$ cat src/sv/rlk_pkg.sv
package rlk_pkg;

    // Timer counter width and the width of the tick-count registers.
    localparam int TIMER_WIDTH = 16;
    localparam int TICKS_WIDTH = 16;
    localparam int CMP_WIDTH = (TIMER_WIDTH > TICKS_WIDTH) ? TIMER_WIDTH : TICKS_WIDTH;

    localparam int CHANNEL_WIDTH = 7;
    localparam int CFG_INDEX_WIDTH = 3;
    localparam int CFG_DATA_WIDTH = 16;

    // Channel hopping constants.
    localparam logic [CHANNEL_WIDTH-1:0] HOP_STEP = 7'd15;
    localparam logic [CHANNEL_WIDTH-1:0] HOP_LIMIT = 7'd120;
    localparam logic [CHANNEL_WIDTH-1:0] CHANNEL_MAX = 7'd127;

    // Configuration register indexes.
    localparam logic [CFG_INDEX_WIDTH-1:0] REG_BEACON_WAIT = 3'd0;
    localparam logic [CFG_INDEX_WIDTH-1:0] REG_STANDBY = 3'd1;
    localparam logic [CFG_INDEX_WIDTH-1:0] REG_STATUS_REQUEST = 3'd2;
    localparam logic [CFG_INDEX_WIDTH-1:0] REG_ANSWER_WAIT = 3'd3;
    localparam logic [CFG_INDEX_WIDTH-1:0] REG_SELF_WORK = 3'd4;
    localparam logic [CFG_INDEX_WIDTH-1:0] REG_START_CHANNEL = 3'd5;

    // Packet kinds received from the radio.
    localparam logic [1:0] KIND_BEACON = 2'd1;
    localparam logic [1:0] KIND_STATUS = 2'd2;

    // Packet kinds to send.
    localparam logic [1:0] SEND_NONE = 2'd0;
    localparam logic [1:0] SEND_BEACON_ANSWER = 2'd1;
    localparam logic [1:0] SEND_STATUS_REQUEST = 2'd2;

    typedef enum logic [2:0] {
        ST_INIT              = 3'd0,
        ST_HOP               = 3'd1,
        ST_LISTEN            = 3'd2,
        ST_WAIT_ANSWER_SEND  = 3'd3,
        ST_STANDBY           = 3'd4,
        ST_WAIT_REQUEST_SEND = 3'd5,
        ST_WAIT_STATUS       = 3'd6
    } state_t;

    typedef struct packed {
        logic       tick;
        logic       rx_ready;
        logic       rx_checksum_ok;
        logic [1:0] rx_kind;
        logic       rx_line_power;
        logic       tx_busy;
    } poll_t;

    typedef struct packed {
        logic [CHANNEL_WIDTH-1:0] channel;
        logic [1:0]               send_kind;
        logic                     rx_consumed;
        logic                     line_power;
        logic                     self_work;
        logic [2:0]               state_code;
    } result_t;

    typedef struct packed {
        logic [TICKS_WIDTH-1:0]   beacon_wait_ticks;
        logic [TICKS_WIDTH-1:0]   standby_ticks;
        logic [TICKS_WIDTH-1:0]   status_request_ticks;
        logic [TICKS_WIDTH-1:0]   answer_wait_ticks;
        logic [TICKS_WIDTH-1:0]   self_work_ticks;
        logic [CHANNEL_WIDTH-1:0] start_channel;
    } cfg_t;

    // Handshake between the input stage and the result stage.
    typedef struct packed {
        logic valid;
        poll_t item;
    } stage_t;

    // A timer has run out once its count reaches the programmed period.
    function automatic logic timer_elapsed(logic [TIMER_WIDTH-1:0] count,
                                           logic [TICKS_WIDTH-1:0] period);
        return CMP_WIDTH'(count) >= CMP_WIDTH'(period);
    endfunction

    // Count up by one on a tick, holding at all ones.
    function automatic logic [TIMER_WIDTH-1:0] timer_advance(logic [TIMER_WIDTH-1:0] count,
                                                             logic tick);
        logic [TIMER_WIDTH-1:0] result;
        result = count;
        if (tick && (count != {TIMER_WIDTH{1'b1}}))
        begin
            result = count + TIMER_WIDTH'(1);
        end
        return result;
    endfunction

endpackage

$ cat src/sv/rlk_cfg_regs.sv
module rlk_cfg_regs (
    input  logic                                clk,
    input  logic                                rst_n,
    input  logic                                write_en,
    input  logic [rlk_pkg::CFG_INDEX_WIDTH-1:0] index,
    input  logic [rlk_pkg::CFG_DATA_WIDTH-1:0]  data,
    output rlk_pkg::cfg_t                       cfg
);

    rlk_pkg::cfg_t cfg_reg;

    // Register file; writes to unknown indexes are dropped.
    always_ff @(posedge clk or negedge rst_n)
    begin
        if (!rst_n)
        begin
            cfg_reg.beacon_wait_ticks    <= rlk_pkg::TICKS_WIDTH'(50);
            cfg_reg.standby_ticks        <= rlk_pkg::TICKS_WIDTH'(5000);
            cfg_reg.status_request_ticks <= rlk_pkg::TICKS_WIDTH'(1000);
            cfg_reg.answer_wait_ticks    <= rlk_pkg::TICKS_WIDTH'(100);
            cfg_reg.self_work_ticks      <= rlk_pkg::TICKS_WIDTH'(30000);
            cfg_reg.start_channel        <= rlk_pkg::CHANNEL_WIDTH'(2);
        end
        else if (write_en)
        begin
            unique case (index)
                rlk_pkg::REG_BEACON_WAIT:
                    cfg_reg.beacon_wait_ticks <= data[rlk_pkg::TICKS_WIDTH-1:0];
                rlk_pkg::REG_STANDBY:
                    cfg_reg.standby_ticks <= data[rlk_pkg::TICKS_WIDTH-1:0];
                rlk_pkg::REG_STATUS_REQUEST:
                    cfg_reg.status_request_ticks <= data[rlk_pkg::TICKS_WIDTH-1:0];
                rlk_pkg::REG_ANSWER_WAIT:
                    cfg_reg.answer_wait_ticks <= data[rlk_pkg::TICKS_WIDTH-1:0];
                rlk_pkg::REG_SELF_WORK:
                    cfg_reg.self_work_ticks <= data[rlk_pkg::TICKS_WIDTH-1:0];
                rlk_pkg::REG_START_CHANNEL:
                    cfg_reg.start_channel <= data[rlk_pkg::CHANNEL_WIDTH-1:0];
                default:
                    cfg_reg <= cfg_reg;
            endcase
        end
    end

    assign cfg = cfg_reg;

endmodule

$ cat src/sv/rlk_in_stage.sv
module rlk_in_stage (
    input  logic            clk,
    input  logic            rst_n,
    input  logic            valid,
    input  rlk_pkg::poll_t  item,
    input  logic            take,
    output logic            stall,
    output rlk_pkg::stage_t held
);

    logic           valid_reg;
    logic           valid_next;
    rlk_pkg::poll_t item_reg;
    logic           load;

    // The register takes a new beat whenever it is empty or being drained.
    assign stall = valid_reg && !take;
    assign load = valid && !stall;

    always_comb
    begin
        valid_next = valid_reg;
        if (load)
        begin
            valid_next = 1'b1;
        end
        else if (take)
        begin
            valid_next = 1'b0;
        end
    end

    always_ff @(posedge clk or negedge rst_n)
    begin
        if (!rst_n)
        begin
            valid_reg <= 1'b0;
        end
        else
        begin
            valid_reg <= valid_next;
        end
    end

    always_ff @(posedge clk)
    begin
        if (load)
        begin
            item_reg <= item;
        end
    end

    assign held.valid = valid_reg;
    assign held.item = item_reg;

endmodule

$ cat src/sv/rlk_core.sv
module rlk_core (
    input  logic             clk,
    input  logic             rst_n,
    input  logic             step,
    input  rlk_pkg::poll_t   item,
    input  rlk_pkg::cfg_t    cfg,
    output rlk_pkg::result_t result
);

    rlk_pkg::state_t                      state_reg, state_next;
    logic [rlk_pkg::CHANNEL_WIDTH-1:0]    channel_reg, channel_next;
    logic                                 power_reg, power_next;
    logic                                 self_work_reg, self_work_next;
    logic [rlk_pkg::TIMER_WIDTH-1:0]      beacon_cnt_reg, beacon_cnt_next;
    logic [rlk_pkg::TIMER_WIDTH-1:0]      standby_cnt_reg, standby_cnt_next;
    logic [rlk_pkg::TIMER_WIDTH-1:0]      request_cnt_reg, request_cnt_next;
    logic [rlk_pkg::TIMER_WIDTH-1:0]      answer_cnt_reg, answer_cnt_next;
    logic [rlk_pkg::TIMER_WIDTH-1:0]      session_cnt_reg, session_cnt_next;
    logic [rlk_pkg::CHANNEL_WIDTH:0]      hop_sum;
    logic [1:0]                           send;
    logic                                 consumed;
    logic                                 beacon_ok;
    logic                                 status_ok;

    assign beacon_ok = item.rx_checksum_ok && (item.rx_kind == rlk_pkg::KIND_BEACON);
    assign status_ok = item.rx_checksum_ok && (item.rx_kind == rlk_pkg::KIND_STATUS);
    assign hop_sum = {1'b0, channel_reg} + {1'b0, rlk_pkg::HOP_STEP};

    // Next state: timers advance on a tick first, then the state logic sees them.
    always_comb
    begin
        state_next = state_reg;
        channel_next = channel_reg;
        power_next = power_reg;
        self_work_next = self_work_reg;
        beacon_cnt_next = rlk_pkg::timer_advance(beacon_cnt_reg, item.tick);
        standby_cnt_next = rlk_pkg::timer_advance(standby_cnt_reg, item.tick);
        request_cnt_next = rlk_pkg::timer_advance(request_cnt_reg, item.tick);
        answer_cnt_next = rlk_pkg::timer_advance(answer_cnt_reg, item.tick);
        session_cnt_next = rlk_pkg::timer_advance(session_cnt_reg, item.tick);
        send = rlk_pkg::SEND_NONE;
        consumed = 1'b0;

        unique case (state_reg)
            rlk_pkg::ST_HOP:
            begin
                if (rlk_pkg::timer_elapsed(session_cnt_next, cfg.self_work_ticks))
                begin
                    self_work_next = 1'b1;
                end
                if (channel_reg < rlk_pkg::HOP_LIMIT)
                begin
                    if (hop_sum > {1'b0, rlk_pkg::CHANNEL_MAX})
                    begin
                        channel_next = rlk_pkg::CHANNEL_MAX;
                    end
                    else
                    begin
                        channel_next = hop_sum[rlk_pkg::CHANNEL_WIDTH-1:0];
                    end
                end
                else
                begin
                    channel_next = '0;
                end
                beacon_cnt_next = '0;
                state_next = rlk_pkg::ST_LISTEN;
            end
            rlk_pkg::ST_LISTEN:
            begin
                if (rlk_pkg::timer_elapsed(beacon_cnt_next, cfg.beacon_wait_ticks))
                begin
                    state_next = rlk_pkg::ST_HOP;
                end
                else if (item.rx_ready)
                begin
                    consumed = 1'b1;
                    if (beacon_ok)
                    begin
                        send = rlk_pkg::SEND_BEACON_ANSWER;
                        self_work_next = 1'b0;
                        state_next = rlk_pkg::ST_WAIT_ANSWER_SEND;
                    end
                end
            end
            rlk_pkg::ST_WAIT_ANSWER_SEND:
            begin
                if (!item.tx_busy)
                begin
                    request_cnt_next = '0;
                    standby_cnt_next = '0;
                    state_next = rlk_pkg::ST_STANDBY;
                end
            end
            rlk_pkg::ST_STANDBY:
            begin
                if (item.rx_ready)
                begin
                    consumed = 1'b1;
                    if (status_ok)
                    begin
                        power_next = item.rx_line_power;
                        standby_cnt_next = '0;
                    end
                end
                else if (rlk_pkg::timer_elapsed(request_cnt_next, cfg.status_request_ticks))
                begin
                    request_cnt_next = '0;
                    send = rlk_pkg::SEND_STATUS_REQUEST;
                    state_next = rlk_pkg::ST_WAIT_REQUEST_SEND;
                end
                else if (rlk_pkg::timer_elapsed(standby_cnt_next, cfg.standby_ticks))
                begin
                    session_cnt_next = '0;
                    state_next = rlk_pkg::ST_HOP;
                end
            end
            rlk_pkg::ST_WAIT_REQUEST_SEND:
            begin
                if (!item.tx_busy)
                begin
                    answer_cnt_next = '0;
                    state_next = rlk_pkg::ST_WAIT_STATUS;
                end
            end
            rlk_pkg::ST_WAIT_STATUS:
            begin
                if (rlk_pkg::timer_elapsed(answer_cnt_next, cfg.answer_wait_ticks))
                begin
                    state_next = rlk_pkg::ST_STANDBY;
                end
                else if (item.rx_ready)
                begin
                    consumed = 1'b1;
                    if (status_ok)
                    begin
                        standby_cnt_next = '0;
                        power_next = item.rx_line_power;
                        state_next = rlk_pkg::ST_STANDBY;
                    end
                end
            end
            default:
            begin
                // Init, and any code outside the state list, loads the start channel.
                session_cnt_next = '0;
                channel_next = cfg.start_channel;
                state_next = rlk_pkg::ST_HOP;
            end
        endcase
    end

    // State registers move only when a poll beat is processed.
    always_ff @(posedge clk or negedge rst_n)
    begin
        if (!rst_n)
        begin
            state_reg <= rlk_pkg::ST_INIT;
            channel_reg <= '0;
            power_reg <= 1'b0;
            self_work_reg <= 1'b0;
            beacon_cnt_reg <= '0;
            standby_cnt_reg <= '0;
            request_cnt_reg <= '0;
            answer_cnt_reg <= '0;
            session_cnt_reg <= '0;
        end
        else if (step)
        begin
            state_reg <= state_next;
            channel_reg <= channel_next;
            power_reg <= power_next;
            self_work_reg <= self_work_next;
            beacon_cnt_reg <= beacon_cnt_next;
            standby_cnt_reg <= standby_cnt_next;
            request_cnt_reg <= request_cnt_next;
            answer_cnt_reg <= answer_cnt_next;
            session_cnt_reg <= session_cnt_next;
        end
    end

    // The result reports the state after the update.
    assign result.channel = channel_next;
    assign result.send_kind = send;
    assign result.rx_consumed = consumed;
    assign result.line_power = power_next;
    assign result.self_work = self_work_next;
    assign result.state_code = state_next;

endmodule

$ cat src/sv/rlk_out_stage.sv
module rlk_out_stage (
    input  logic             clk,
    input  logic             rst_n,
    input  logic             load,
    input  rlk_pkg::result_t item,
    input  logic             stall,
    output logic             free,
    output logic             valid,
    output rlk_pkg::result_t result
);

    logic             valid_reg;
    logic             valid_next;
    rlk_pkg::result_t result_reg;

    // The register may be refilled when empty or when its beat leaves this cycle.
    assign free = !valid_reg || !stall;

    always_comb
    begin
        valid_next = valid_reg;
        if (load)
        begin
            valid_next = 1'b1;
        end
        else if (!stall)
        begin
            valid_next = 1'b0;
        end
    end

    always_ff @(posedge clk or negedge rst_n)
    begin
        if (!rst_n)
        begin
            valid_reg <= 1'b0;
        end
        else
        begin
            valid_reg <= valid_next;
        end
    end

    always_ff @(posedge clk)
    begin
        if (load)
        begin
            result_reg <= item;
        end
    end

    assign valid = valid_reg;
    assign result = result_reg;

endmodule

$ cat src/sv/radio_link_keepalive_fsm.sv
// Channel   Direction  Handshake                  Payload
// poll      in         poll_valid / poll_stall    poll (rlk_pkg::poll_t)
// result    out        result_valid / result_stall result (rlk_pkg::result_t)
// cfg       in         cfg_valid / cfg_ready      cfg_index, cfg_data
//
// One poll beat is accepted per cycle while poll_stall is low.
// The path is the poll register, one pass of state and timer logic, and the result register.
// Reset clears the state machine, the timers and both stage valids; registers load defaults.
// A stalled result holds while the poll register takes one more beat, then poll_stall rises.
// Configuration writes are always ready and take effect on the next cycle.
module radio_link_keepalive_fsm (
    input  logic                                clk,
    input  logic                                rst_n,
    input  logic                                poll_valid,
    output logic                                poll_stall,
    input  rlk_pkg::poll_t                      poll,
    output logic                                result_valid,
    input  logic                                result_stall,
    output rlk_pkg::result_t                    result,
    input  logic                                cfg_valid,
    output logic                                cfg_ready,
    input  logic [rlk_pkg::CFG_INDEX_WIDTH-1:0] cfg_index,
    input  logic [rlk_pkg::CFG_DATA_WIDTH-1:0]  cfg_data
);

    rlk_pkg::cfg_t    cfg;
    rlk_pkg::stage_t  held;
    rlk_pkg::result_t core_result;
    logic             out_free;
    logic             step;

    assign cfg_ready = 1'b1;

    // A held poll beat is processed when the result register can take it.
    assign step = held.valid && out_free;

    rlk_cfg_regs u_cfg (
        .clk      (clk),
        .rst_n    (rst_n),
        .write_en (cfg_valid && cfg_ready),
        .index    (cfg_index),
        .data     (cfg_data),
        .cfg      (cfg)
    );

    rlk_in_stage u_in (
        .clk   (clk),
        .rst_n (rst_n),
        .valid (poll_valid),
        .item  (poll),
        .take  (step),
        .stall (poll_stall),
        .held  (held)
    );

    rlk_core u_core (
        .clk    (clk),
        .rst_n  (rst_n),
        .step   (step),
        .item   (held.item),
        .cfg    (cfg),
        .result (core_result)
    );

    rlk_out_stage u_out (
        .clk    (clk),
        .rst_n  (rst_n),
        .load   (step),
        .item   (core_result),
        .stall  (result_stall),
        .free   (out_free),
        .valid  (result_valid),
        .result (result)
    );

endmodule

$ cat config.mk
export PLATFORM = sky130hd
export DESIGN_NAME = radio_link_keepalive_fsm
export DESIGN_NICKNAME = d
export VERILOG_FILES = /design/src/sv/rlk_pkg.sv /design/src/sv/rlk_cfg_regs.sv /design/src/sv/rlk_in_stage.sv /design/src/sv/rlk_core.sv /design/src/sv/rlk_out_stage.sv /design/src/sv/radio_link_keepalive_fsm.sv
export SDC_FILE = /design/constraint.sdc
export NUM_CORES = 1
export LEC_CHECK = 0
export BUFFER_PORTS_ARGS = -buffer_cell sky130_fd_sc_hd__buf_2
export CAP_MARGIN = 20
export CORE_UTILIZATION = 68
export DETAILED_ROUTE_END_ITERATION = 6
export PLACE_DENSITY_LB_ADDON = 0.05
export SKIP_CTS_REPAIR_TIMING = 1
export SYNTH_ARGS = -nofsm -noshare
export SYNTH_HDL_FRONTEND = slang
export SYNTH_SLANG_ARGS = --single-unit
$ cat constraint.sdc
create_clock -name clk -period 8.2 [get_ports clk]
set_input_delay 1.64 -clock clk [delete_from_list [all_inputs] [get_ports clk]]
set_output_delay 1.64 -clock clk [all_outputs]
set_load 0.01 [all_outputs]
Yosys cells after proc, flatten, opt, wreduce, memory -nomap -nowiden
Cells that the tools add are included.
- register bits after elaboration: 203
- input port bits: 31
- logic and storage cells: 145
- muxes and demuxes: 59
- add/sub/neg operators: 6
- eq/ne operators: 19
- reduce and logical (&&, ||, !) cells: 25
- $lt $le $gt $ge: 7
- operator list (cell ; number):
    2-to-1 mux 16 bit ; 18
    adder 16 x 1 -> 16 bit, second input constant ; 5
    >= comparator 16 bit ; 5
    inequality test 16 bit, second input constant ; 5
    case mux 16 bit (2 select lines) ; 2
    case mux 16 bit (3 select lines) ; 1
    2-to-1 mux 3 bit ; 11
    case mux 3 bit (6 select lines) ; 1
    == test 3 bit, second input constant ; 5
    2-to-1 mux 1 bit ; 15
    2-to-1 mux 7 bit ; 2
    case mux 7 bit (2 select lines) ; 1
    == test 3 x 2 -> 1 bit, second input constant ; 4
    AND reduction 2 bit ; 6
    logical AND 1 bit ; 10
    OR reduction 5 bit ; 2
    adder 7 x 4 -> 8 bit, second input constant ; 1
    > comparator 8 x 7 -> 1 bit, second input constant ; 1
    2-to-1 mux 2 bit ; 4
    less-than comparator 7 bit, second input constant ; 1
    == test 3 x 1 -> 1 bit, second input constant ; 2
    logical NOT 1 bit ; 4
    case mux 1 bit (2 select lines) ; 2
    case mux 2 bit (2 select lines) ; 1
    other kinds (7) ; 7

Longest topological paths before layout
Gate-level depths: netlist of the first run.
- depth after elaboration: 8
- depth in mapped cells: 18

Cells and area by module
A second synthesis of the first run with hierarchy kept.
- cell total of the unflattened synthesis: 1216
- area, all modules: 12256.8 um2
- modules (own cells, without submodules) (module ; area each (um2) ; sequential area each (um2) ; cells each ; times used):
    rlk_core ; 8115.3 ; 2302.2 ; 993 ; 1
    rlk_cfg_regs ; 3362.0 ; 2208.4 ; 189 ; 1
    rlk_out_stage ; 486.7 ; 475.5 ; 18 ; 1
    rlk_in_stage ; 275.3 ; 235.2 ; 13 ; 1
    radio_link_keepalive_fsm ; 17.5 ; 0.0 ; 3 ; 1

Worst setup path before layout of the first run
OpenSTA, ideal clock, no wires.
- path type: reg2reg
- from: register u_core.answer_cnt_reg[2] (netlist name)
- to: register u_core.standby_cnt_reg[3] (netlist name)
- period minus slack after synthesis: 3.703 ns
- arrival: 3.585 ns
- stages on the path, launching flop included: 18
- path buffers: 4
- path slack: 4.497 ns
- cell sequence: dfrtp_1 -> buf_2 -> and4_1 -> nand4_4 -> or3_1 -> and2_1 -> clkbuf_1 -> mux2_1 -> ha_1 -> a211o_1 -> a31oi_1 -> o221ai_1 -> a311o_1 -> buf_2 -> nand2_1 -> buf_2 -> o21ai_0 -> a21o_1
- longest elaborated chain between the ends: 6
- elaborated cells on any way between the ends: 7
- classes of those cells: add/sub (1); order compare (1); eq/ne (1); mux (3); reduce/logical (1)
- RTL lines (item ; line ; text):
    start, declared ; rlk_core.sv:17 ; logic [rlk_pkg::TIMER_WIDTH-1:0] answer_cnt_reg, answer_cnt_next;
    start signal, assigned ; rlk_core.sv:177 ; answer_cnt_reg <= answer_cnt_next;
    parallel branches: the longest is 2 deep, another holds adder 16 x 1 -> 16 bit ; n/a ;
    2-to-1 mux 16 bit * ; rlk_pkg.sv:88 ; if (tick && (count != {TIMER_WIDTH{1'b1}}))
    >= comparator 16 bit * ; rlk_pkg.sv:80 ; return CMP_WIDTH'(count) >= CMP_WIDTH'(period);
    2-to-1 mux 16 bit * ; rlk_core.sv:128 ; if (rlk_pkg::timer_elapsed(answer_cnt_next, cfg.answer_wait_ticks))
    case mux 16 bit (3 select lines) * ; rlk_core.sv:44 ; unique case (state_reg)
    end signal, assigned ; rlk_core.sv:175 ; standby_cnt_reg <= standby_cnt_next;
    end, declared ; rlk_core.sv:15 ; logic [rlk_pkg::TIMER_WIDTH-1:0] standby_cnt_reg, standby_cnt_next;
Mark *: on every way between the ends.
A chain may end at the register's enable or synchronous reset.

Worst setup path in the final report of the first run
- from: register u_core.answer_cnt_reg[2] (netlist name)
- to: register u_core.standby_cnt_reg[10] (netlist name)
Same word-level chain as after synthesis.

==> results of run 1 <==
[routing by layer]
layer	vias to the layer above	wire (um)	global-route usage	part of all wire
met3	79	2292	0.07196	0.076
met1	4765	12460	0.4408	0.42
met4	0	1094	0.1280	0.036
li1	4716	-	-	-
met5	-	0	0	0
met2	327	14140	0.5575	0.47
[power by group through the flow]
stage / clock (mW) / sequential, mW / combinational, mW
final: 0.994 / 1.39 / 0.905
after detailed placement: 0 / 1.40 / 0.892
after floorplan: 0 / 1.35 / 0.655
after CTS: 0.999 / 1.38 / 0.906
after global placement: 0 / 1.39 / 0.850
after global routing: 1.04 / 1.41 / 1.02
[final cells by class]
class / count / area share
Multi-Input combinational cell: 946 / 0.4789
Sequential cell: 203 / 0.3923
Clock buffer: 32 / 0.04889
Inverter: 102 / 0.02877
Timing Repair Buffer: 59 / 0.02492
Tap cell: 225 / 0.02115
Clock inverter: 9 / 0.004983
[final timing paths]
path | slack [ns] | to | cells past startpoint
min in group asynchronous | 1.14 | u_cfg.cfg[80] | 1
max in group asynchronous | 5.73 | u_cfg.cfg[65] | 2
worst max register to register | 3.82 | u_core.standby_cnt_reg[10] | 13
worst min-delay path | 0.50 | u_core.answer_cnt_reg[9] | 1
worst max-delay path | 3.82 | u_core.standby_cnt_reg[10] | 13
worst min register to register | 0.50 | u_core.answer_cnt_reg[9] | 1
[cells by family (layout without fill, tap and decap cells)]
kind of cell	count (synthesis)	count (layout)	synth area share
XOR/XNOR	69	69	0.04963
flip-flops	203	203	0.4288
adder cells (fa/ha/maj)	87	87	0.08919
AO/OA/AOI/OAI	326	326	0.1745
AND/OR/NAND/NOR	425	425	0.1729
buffers and inverters	156	202	0.04963
multiplexers	38	38	0.03504
other	1	1	0.0003080
[layout by cell type (no fill, tap or decap), drive strengths merged, types with 22 or more instances in the layout]
cell type and instances:
nand2 183, dfrtp 156, o21ai 143, inv 102, ha 86, buf 59
nor2 50, nand3 47, xnor2 41, a21oi 37, mux2 37, clkbuf 32
xor2 28, nand4 26, a21o 25, dfstp 25, edfxtp 22
[through the flow]
stage          utilization  hold WS [ns]
2_1_floorplan            -        0.4522
3_3_place_gp        0.7229        0.4636
3_5_place_dp        0.7229        0.4832
4_1_cts             0.7641        0.4944
5_1_grt             0.7641        0.5223
6_report            0.7641        0.4984
==> metrics.cfg, run 1 <==
[pwr]
fin_total_pwr_mw = 3.284
p_comb_frac = 0.276
switching_share = 0.3386
ir_worst_vdd_mv = 0.1886
p_int_mw = 2.172
leakagePower_nw = 6.161
switchingPower_mw = 1.112
pwr-share-seq = 0.422
clkPwrFrac = 0.303
power.density_nw_per_um2 = 246.8

[sta]
fin_skew_ns = 0.02429
fin_ws_ns = 3.818
final.setup.tns_ns = 0
setup_viol = 0
relSlewSlack = 0.3475
slew_viol_final = 0
fmaxAchievable_ghz = 0.2282
fin_crit_ns = 4.382
hold_violations = 0
period_share = 0.5344
worst_pin_slew_ns = 0.9736
grt_setup_unrepaired = no

[critical_path]
crit_chain = and4_1 > nand4_4 > or3_1 > and2_1 > mux2_1 > ha_1 > a211o_1 > a31oi_1 > o221ai_1 > a311o_1 > nand2_1 > o21ai_0 > a21o_1
endpoint_kind = register
cp.arrival_ns = 4.79
worst_path_max_delay_cell = a311o_1
crit_buf_inv = 0
r2r-start = u_core.answer_cnt_reg[2]
cp-start-kind = register
cp-startpoint = u_core.answer_cnt_reg[2]
critPathMaxStageDelay_ns = 0.59
path_max_fanout = 21
path_delay_family = simple AND/OR/NAND/NOR gates
worstPathRequired_ns = 8.61
worst-setup-path-type = register to register

[finish]
fin_cells = 1576
multi_input_area_um2 = 6374
syn_to_final_growth_pct = 9.289
largest_register_ffs = 87
nets = 1452
layout-drive-gt1-share = 0.1310
stdcell_area_um2 = 13310
num_antenna_cells = 0
seqCellArea_um2 = 5221
fill_cells = 1269

[min_path]
min_path_type = register to register
hold_start = u_core.answer_cnt_reg[9]

[synthesis]
synthesis.instances = 1305
async_flop_share = 0.8916
synth_seq_cells = 203
synth_top_flop_cell = dfrtp_1
synthMostInstantiatedCell = nand2_1
yosysTopAreaCell = dfrtp_1
postSynthAreaPerCell_um2 = 9.331
yosysSeqAreaShare = 0.4288
synth_warnings = 0
synth.top_cell.area_share = 0.3206
netlist_area_um2 = 12180
synth_commonest_cells = nand2_1 (182), dfrtp_1 (156), o21ai_0 (121)
syn-num-nets = 1422
synth_edf_count = 22
synth_area_leaders = dfrtp_1 (32%), ha_1 (8.8%), nand2_1 (5.6%), edfxtp_1 (5.4%), dfstp_2 (5.4%)
synth_cell_types = 85

[floorplanning]
core_um2 = 17420
die_w_um = 135.8
start_util = 0.6991
die_y_um = 135.8
rows = 48
dieArea_um2 = 18450
io_pins = 49

[routing]
vias_per_cell = 6.273
vias = 9887
ant_nets = 0
wl_per_cell_um = 19.03
wl_um = 29990
drtIter0Drc = 859
firstDrtPassIters = 5
route.detailed.drc = 0

[run_status]
outcome = finished clean

[clock_tree]
h-tree-depth = 1
cts_buffer_depth = 3
cts_tree = done
cts_inserted_buffers = 23
root_buffer = clkbuf_16
clock-sinks = 203
insertion_delay_ns = 0.52
clk_pin_slew_ns = 0.06

[global_routing]
grt_pass1_vias = 9744
grt_max_degree = 73
overflow = 0
antenna_found_initial = 0
grt_pass1_wl_um = 48920
grt_use_total = 0.3395

[placed_design]
placedCellCount = 1535
pre_cts_slack_ns = 3.868
globalplace.congestion = 0.8888
dp_hpwl_um = 20640
post_dp_cell_area_um2 = 12590
numPortBuffers = 47

[flow_run]
drv_cap = 0

No activity file was read; power rests on OpenSTA's default activity.
==> run 2: changes to the inputs <==
CORE_UTILIZATION = 63   (was 68)
clock period = 4.05 ns   (was 8.2 ns; I/O delays follow)
==> metrics.cfg, run 2 (same netlist as run 1, synthesis figures left out) <==
[finish]
num_antenna_cells = 0
final_cell_mix = nand2_1 (181), dfrtp_1 (152), o21ai_0 (120)
syn_to_final_growth_pct = 12.51
stdcell_area_um2 = 13700
nets = 1478
layout-drive-gt1-share = 0.1610
largest_register_ffs = 87
fill_cells = 1428
final_common_cell = nand2_1

[routing]
route.met2.wl_um = 13980
drtIter0Drc = 673
firstDrtPassIters = 5
route.detailed.drc = 0
route.met3.wl_um = 1655
vias_per_cell = 6.037
wl_per_cell_um = 18.42
ant_nets = 0
met1_length_um = 13600
routed.top_layer = met4
vias = 9895
wl_um = 30190

[floorplanning]
core_um2 = 18830
die_w_um = 141.0
io_pins = 49
die_y_um = 141.0
rows = 50
dieArea_um2 = 19890
start_util = 0.6466

[critical_path]
path_max_fanout = 8
worst-setup-path-type = register to register
path_delay_family = compound AO/OA/AOI/OAI gates
worst_path_max_delay_cell = o31ai_4
worstPathRequired_ns = 4.47
cp-startpoint = u_core.standby_cnt_reg[4]
endpoint_kind = register
cp.arrival_ns = 4.34
crit_buf_inv = 1
critPathMaxStageDelay_ns = 0.45
crit_chain = and4_4 > nand4_1 > o31ai_4 > nor2_4 > and2_1 > xor2_1 > ha_1 > a21oi_1 > o21ai_0 > a221o_1 > o311ai_4 > buf_4 > nand3_4 > o31ai_1
r2r-start = u_core.standby_cnt_reg[4]
cp-start-kind = register

[clock_tree]
h-tree-depth = 1
cts_buffer_depth = 3
clk_pin_slew_ns = 0.06
cts_inserted_buffers = 24
insertion_delay_ns = 0.52
clock-sinks = 203
root_buffer = clkbuf_16
cts_tree = done

[sta]
fmaxAchievable_ghz = 0.2547
hold_violations = 0
fin_skew_ns = 0.01082
slew_viol_final = 0
setup_viol = 0
final.setup.tns_ns = 0
fin_ws_ns = 0.1234
worst_pin_slew_ns = 1.040
period_share = 0.9695
fin_crit_ns = 3.927
relSlewSlack = 0.3033

[global_routing]
grt_max_degree = 71
antenna_found_initial = 0
grt_pass1_vias = 9563
grt_pass1_wl_um = 48810
overflow = 0
grt_use_total = 0.3140

[pwr]
switching_share = 0.3363
leakagePower_nw = 6.327
ir_worst_vdd_mv = 0.3721
clkPwrFrac = 0.310
power.density_nw_per_um2 = 497.4
pwr-share-seq = 0.412
p_comb_frac = 0.278
p_int_mw = 4.523
switchingPower_mw = 2.291

[run_status]
outcome = finished clean

[placed_design]
numPortBuffers = 47
post_dp_cell_area_um2 = 12790
pre_cts_slack_ns = 0.05278
dp_hpwl_um = 20930
globalplace.congestion = 0.8797

[min_path]
min_path_type = input pin to async pin

[flow_run]
drv_cap = 0

## run 2: changes by cell type in the layout (fill, tap and decap cells not counted), sizes merged
cell      previous run  this run
bufinv               1         0
clkbuf              32        38
clkinvlp             0         1
buf                 59        84
clkinv               8         5
## run 2: worst paths after layout
kind	end	cells after the start	slack [ns]
setup / recovery	u_core.session_cnt_reg[10]	14	0.12
hold / removal	u_core.beacon_cnt_reg[14]	1	0.28
setup reg to reg	u_core.session_cnt_reg[10]	14	0.12
hold reg to reg	u_core.power_reg	1	0.49
max in group asynchronous	u_core.state_reg[0]	2	2.66
min in group clk	u_in.held[5]	1	0.47
## run 2: area by class of cell
type                            count  area (um2)  share of cell area
Multi-Input combinational cell    946        6436              0.4698
Sequential cell                   203        5226              0.3815
Clock buffer                       38       744.5             0.05434
Timing Repair Buffer               84       551.8             0.04028
Inverter                          102       382.9             0.02795
Tap cell                          260       325.3             0.02375
Clock inverter                      6       32.53            0.002375
## run 2: per-layer routing
layer,global-route usage,up-vias
met5,0,-
met4,0.1093,0
met3,0.03940,53
met2,0.5169,267
met1,0.4299,4793
li1,-,4782
## run 2: per-stage QoR
step	cells	power [mW]	utilization	hold slack [ns]
after CTS	1632	6.792	0.7207	0.3333
after floorplan	1305	4.055	-	0.4522
after global placement	1588	4.589	0.6795	0.4676
after detailed placement	1588	4.671	0.6795	0.4800
after global routing	1639	7.208	0.7275	0.3577
final	1639	6.814	0.7275	0.2850
## run 2: power by group through the flow
stage | clock [mW] | sequential [mW] | combinational, mW
floorplan | 0 | 2.73 | 1.33
global placement | 0 | 2.81 | 1.77
detailed placement | 0 | 2.83 | 1.84
CTS | 2.14 | 2.80 | 1.85
global route | 2.22 | 2.85 | 2.13
finish | 2.11 | 2.81 | 1.90
==> run 3: changes to the inputs <==
ABC_AREA = 1   (was default)
CORE_ASPECT_RATIO = 1.75   (was default)
CORE_UTILIZATION = 65   (was 63)
CTS_BUF_LIST = sky130_fd_sc_hd__clkbuf_2 sky130_fd_sc_hd__clkbuf_4 sky130_fd_sc_hd__clkbuf_8   (was default)
==> metrics.cfg, run 3 <==
[critical_path]
r2r-start = u_core.request_cnt_reg[0]
path_max_fanout = 23
r2r_slack_ns = 0.57
rr_endpoint = u_core.session_cnt_reg[1]
crit_top_cell = nand2_1
cp-start-kind = register
crit_chain = ha_1 > nand2_1 > nor3_4 > nand3_1 > nand2_2 > inv_2 > nand2_1 > xor2_1 > ha_1 > a21o_1 > nor2_1 > nand2_1 > nand2_1 > nand3_1 > nor2_1 > nand2_1 > nand2_1 > nand2_2 > nand2_1 > nand2_1
rr_worst_depth = 20
cp.depth = 20
cp.arrival_ns = 3.92
endpoint_kind = register
worst-setup-path-type = register to register
critPathMaxStageDelay_ns = 0.43
worstPathRequired_ns = 4.49
worst_path_max_delay_cell = dfrtp_1
crit_buf_inv = 1
path_delay_family = simple AND/OR/NAND/NOR gates

[clock_tree]
cts_buffer_depth = 3
clock-sinks = 203
insertion_delay_ns = 0.57
cts_inserted_buffers = 30
h-tree-depth = 1
cts_tree = done
clk_pin_slew_ns = 0.06
root_buffer = clkbuf_8

[pwr]
leakagePower_nw = 7.148
power.density_nw_per_um2 = 600.6
ir_worst_vdd_mv = 0.3854
fin_total_pwr_mw = 8.331

[synthesis]
synth_commonest_cells = nand2_1 (493), inv_1 (269), dfrtp_1 (156)
yosysSeqAreaShare = 0.4107
synth_xor_xnor_area_share = 0.04685
synth_edf_count = 22
synth.top_cell.area_share = 0.3071
yosysTopAreaCell = dfrtp_1
synthAdderAreaFrac = 0.08465
synth_cell_types = 49
postSynthAreaPerCell_um2 = 7.522
synthesis.instances = 1690
synth_area_leaders = dfrtp_1 (31%), nand2_1 (15%), ha_1 (8.5%), inv_1 (7.9%), o21ai_0 (5.6%)
syn-num-nets = 1807
synth_mux_area_frac = 0.0008858
synth_seq_cells = 203
netlist_area_um2 = 12710
synthMostInstantiatedCell = nand2_1
synth_top_flop_cell = dfrtp_1
async_flop_share = 0.8916
synth_compound_area_frac = 0.1055
yosys.area_share.simple = 0.2519
synth_warnings = 0
synth_top_family_by_area = simple AND/OR/NAND/NOR gates

[finish]
final_common_cell = nand2_1
syn_to_final_growth_pct = 9.124
fin_cells = 2001
largest_register_ffs = 87
num_antenna_cells = 0
layout-drive-gt1-share = 0.1040
stdcell_area_um2 = 13870
multi_input_area_um2 = 6235
final_util = 0.7258
final_cell_mix = nand2_1 (491), inv_1 (269), dfrtp_1 (156)
fill_cells = 1573
seqCellArea_um2 = 5221
nets = 1853

[routing]
vias = 10870
drtIter0Drc = 637
firstDrtPassIters = 7
vias_per_cell = 5.430
ant_nets = 0
wl_um = 30790
wl_per_cell_um = 15.39
route.detailed.drc = 0

[floorplanning]
die_y_um = 187
die_w_um = 107.7
rows = 67
dieArea_um2 = 20140
start_util = 0.6651
core_um2 = 19110
io_pins = 49

[placed_design]
numPortBuffers = 47
pre_cts_slack_ns = 0.4446
dp_hpwl_um = 22610
post_dp_cell_area_um2 = 13150
globalplace.congestion = 0.9492
placedCellCount = 1944

[global_routing]
antenna_found_initial = 0
grt_pass1_wl_um = 50600
overflow = 0
grt_pass1_vias = 10830
grt_use_total = 0.3191
grt_max_degree = 83

[sta]
fin_ws_ns = 0.5717
fin_skew_ns = 0.02310
fin_crit_ns = 3.478
slew_viol_final = 0
period_share = 0.8589
worst_pin_slew_ns = 0.9851
grt_setup_unrepaired = no
relSlewSlack = 0.3414
final.setup.tns_ns = 0
worst_hold_slack_ns = 0.2394
hold_violations = 0
setup_viol = 0
fmaxAchievable_ghz = 0.2875

[run_status]
outcome = finished clean

[flow_run]
drv_cap = 0

[min_path]
min_path_type = input pin to async pin

run 3: changes by cell type after synthesis, sizes merged, moves of 15 or more:
cell and delta:
a21o -22, a31oi -15, and2 -16, and3 -21, inv +176, mux2 -36
nand2 +316, nand3 +27, nor2 +67, o22ai +19, o31ai -21, xnor2 -34
xor2 +33
run 3: how the worst max path moves through the flow:
stage	slack, ns	start	to
2_1_floorplan	1.09	u_core.answer_cnt_reg[0]	u_core.standby_cnt_reg[5]
3_3_place_gp	0.54	u_core.request_cnt_reg[0]	u_core.session_cnt_reg[1]
3_5_place_dp	0.44	u_core.request_cnt_reg[0]	u_core.session_cnt_reg[8]
4_1_cts	0.39	u_core.request_cnt_reg[0]	u_core.session_cnt_reg[1]
5_1_grt	0.19	u_core.request_cnt_reg[0]	u_core.session_cnt_reg[1]
6_report	0.57	u_core.request_cnt_reg[0]	u_core.session_cnt_reg[1]
run 3: layout make-up:
type	count	share of cell area
inverters	279	0.07567
clock buffers	52	0.04573
multi-input cells	1163	0.4494
clock inverters	4	0.005051
flip-flops and latches	203	0.3764
well taps	241	0.02174
repair buffers	59	0.02598
run 3: report_power, final:
group          switching (mW)  internal (mW)
registers               0.530           2.69
logic                    2.02           1.19
clock network           0.805           1.11
run 3: logic make-up (layout without fill, tap and decap cells):
group | count (synthesis) | after routing
flip-flops | 203 | 203
XOR/XNOR | 68 | 68
adder cells (fa/ha/maj) | 86 | 86
AND/OR/NAND/NOR | 764 | 764
buffers and inverters | 324 | 394
multiplexers | 1 | 1
other | 1 | 1
AO/OA/AOI/OAI | 243 | 243
run 3: routing by layer:
layer  GRT usage  vias to the layer above  part of all wire  wire length, um
li1            -                     5479                 -                -
met4      0.1754                        0             0.053             1644
met1      0.3558                     5029              0.39            11910
met5           0                        -                 0                0
met2      0.5772                      272              0.52            15940
met3     0.03798                       86             0.042             1296
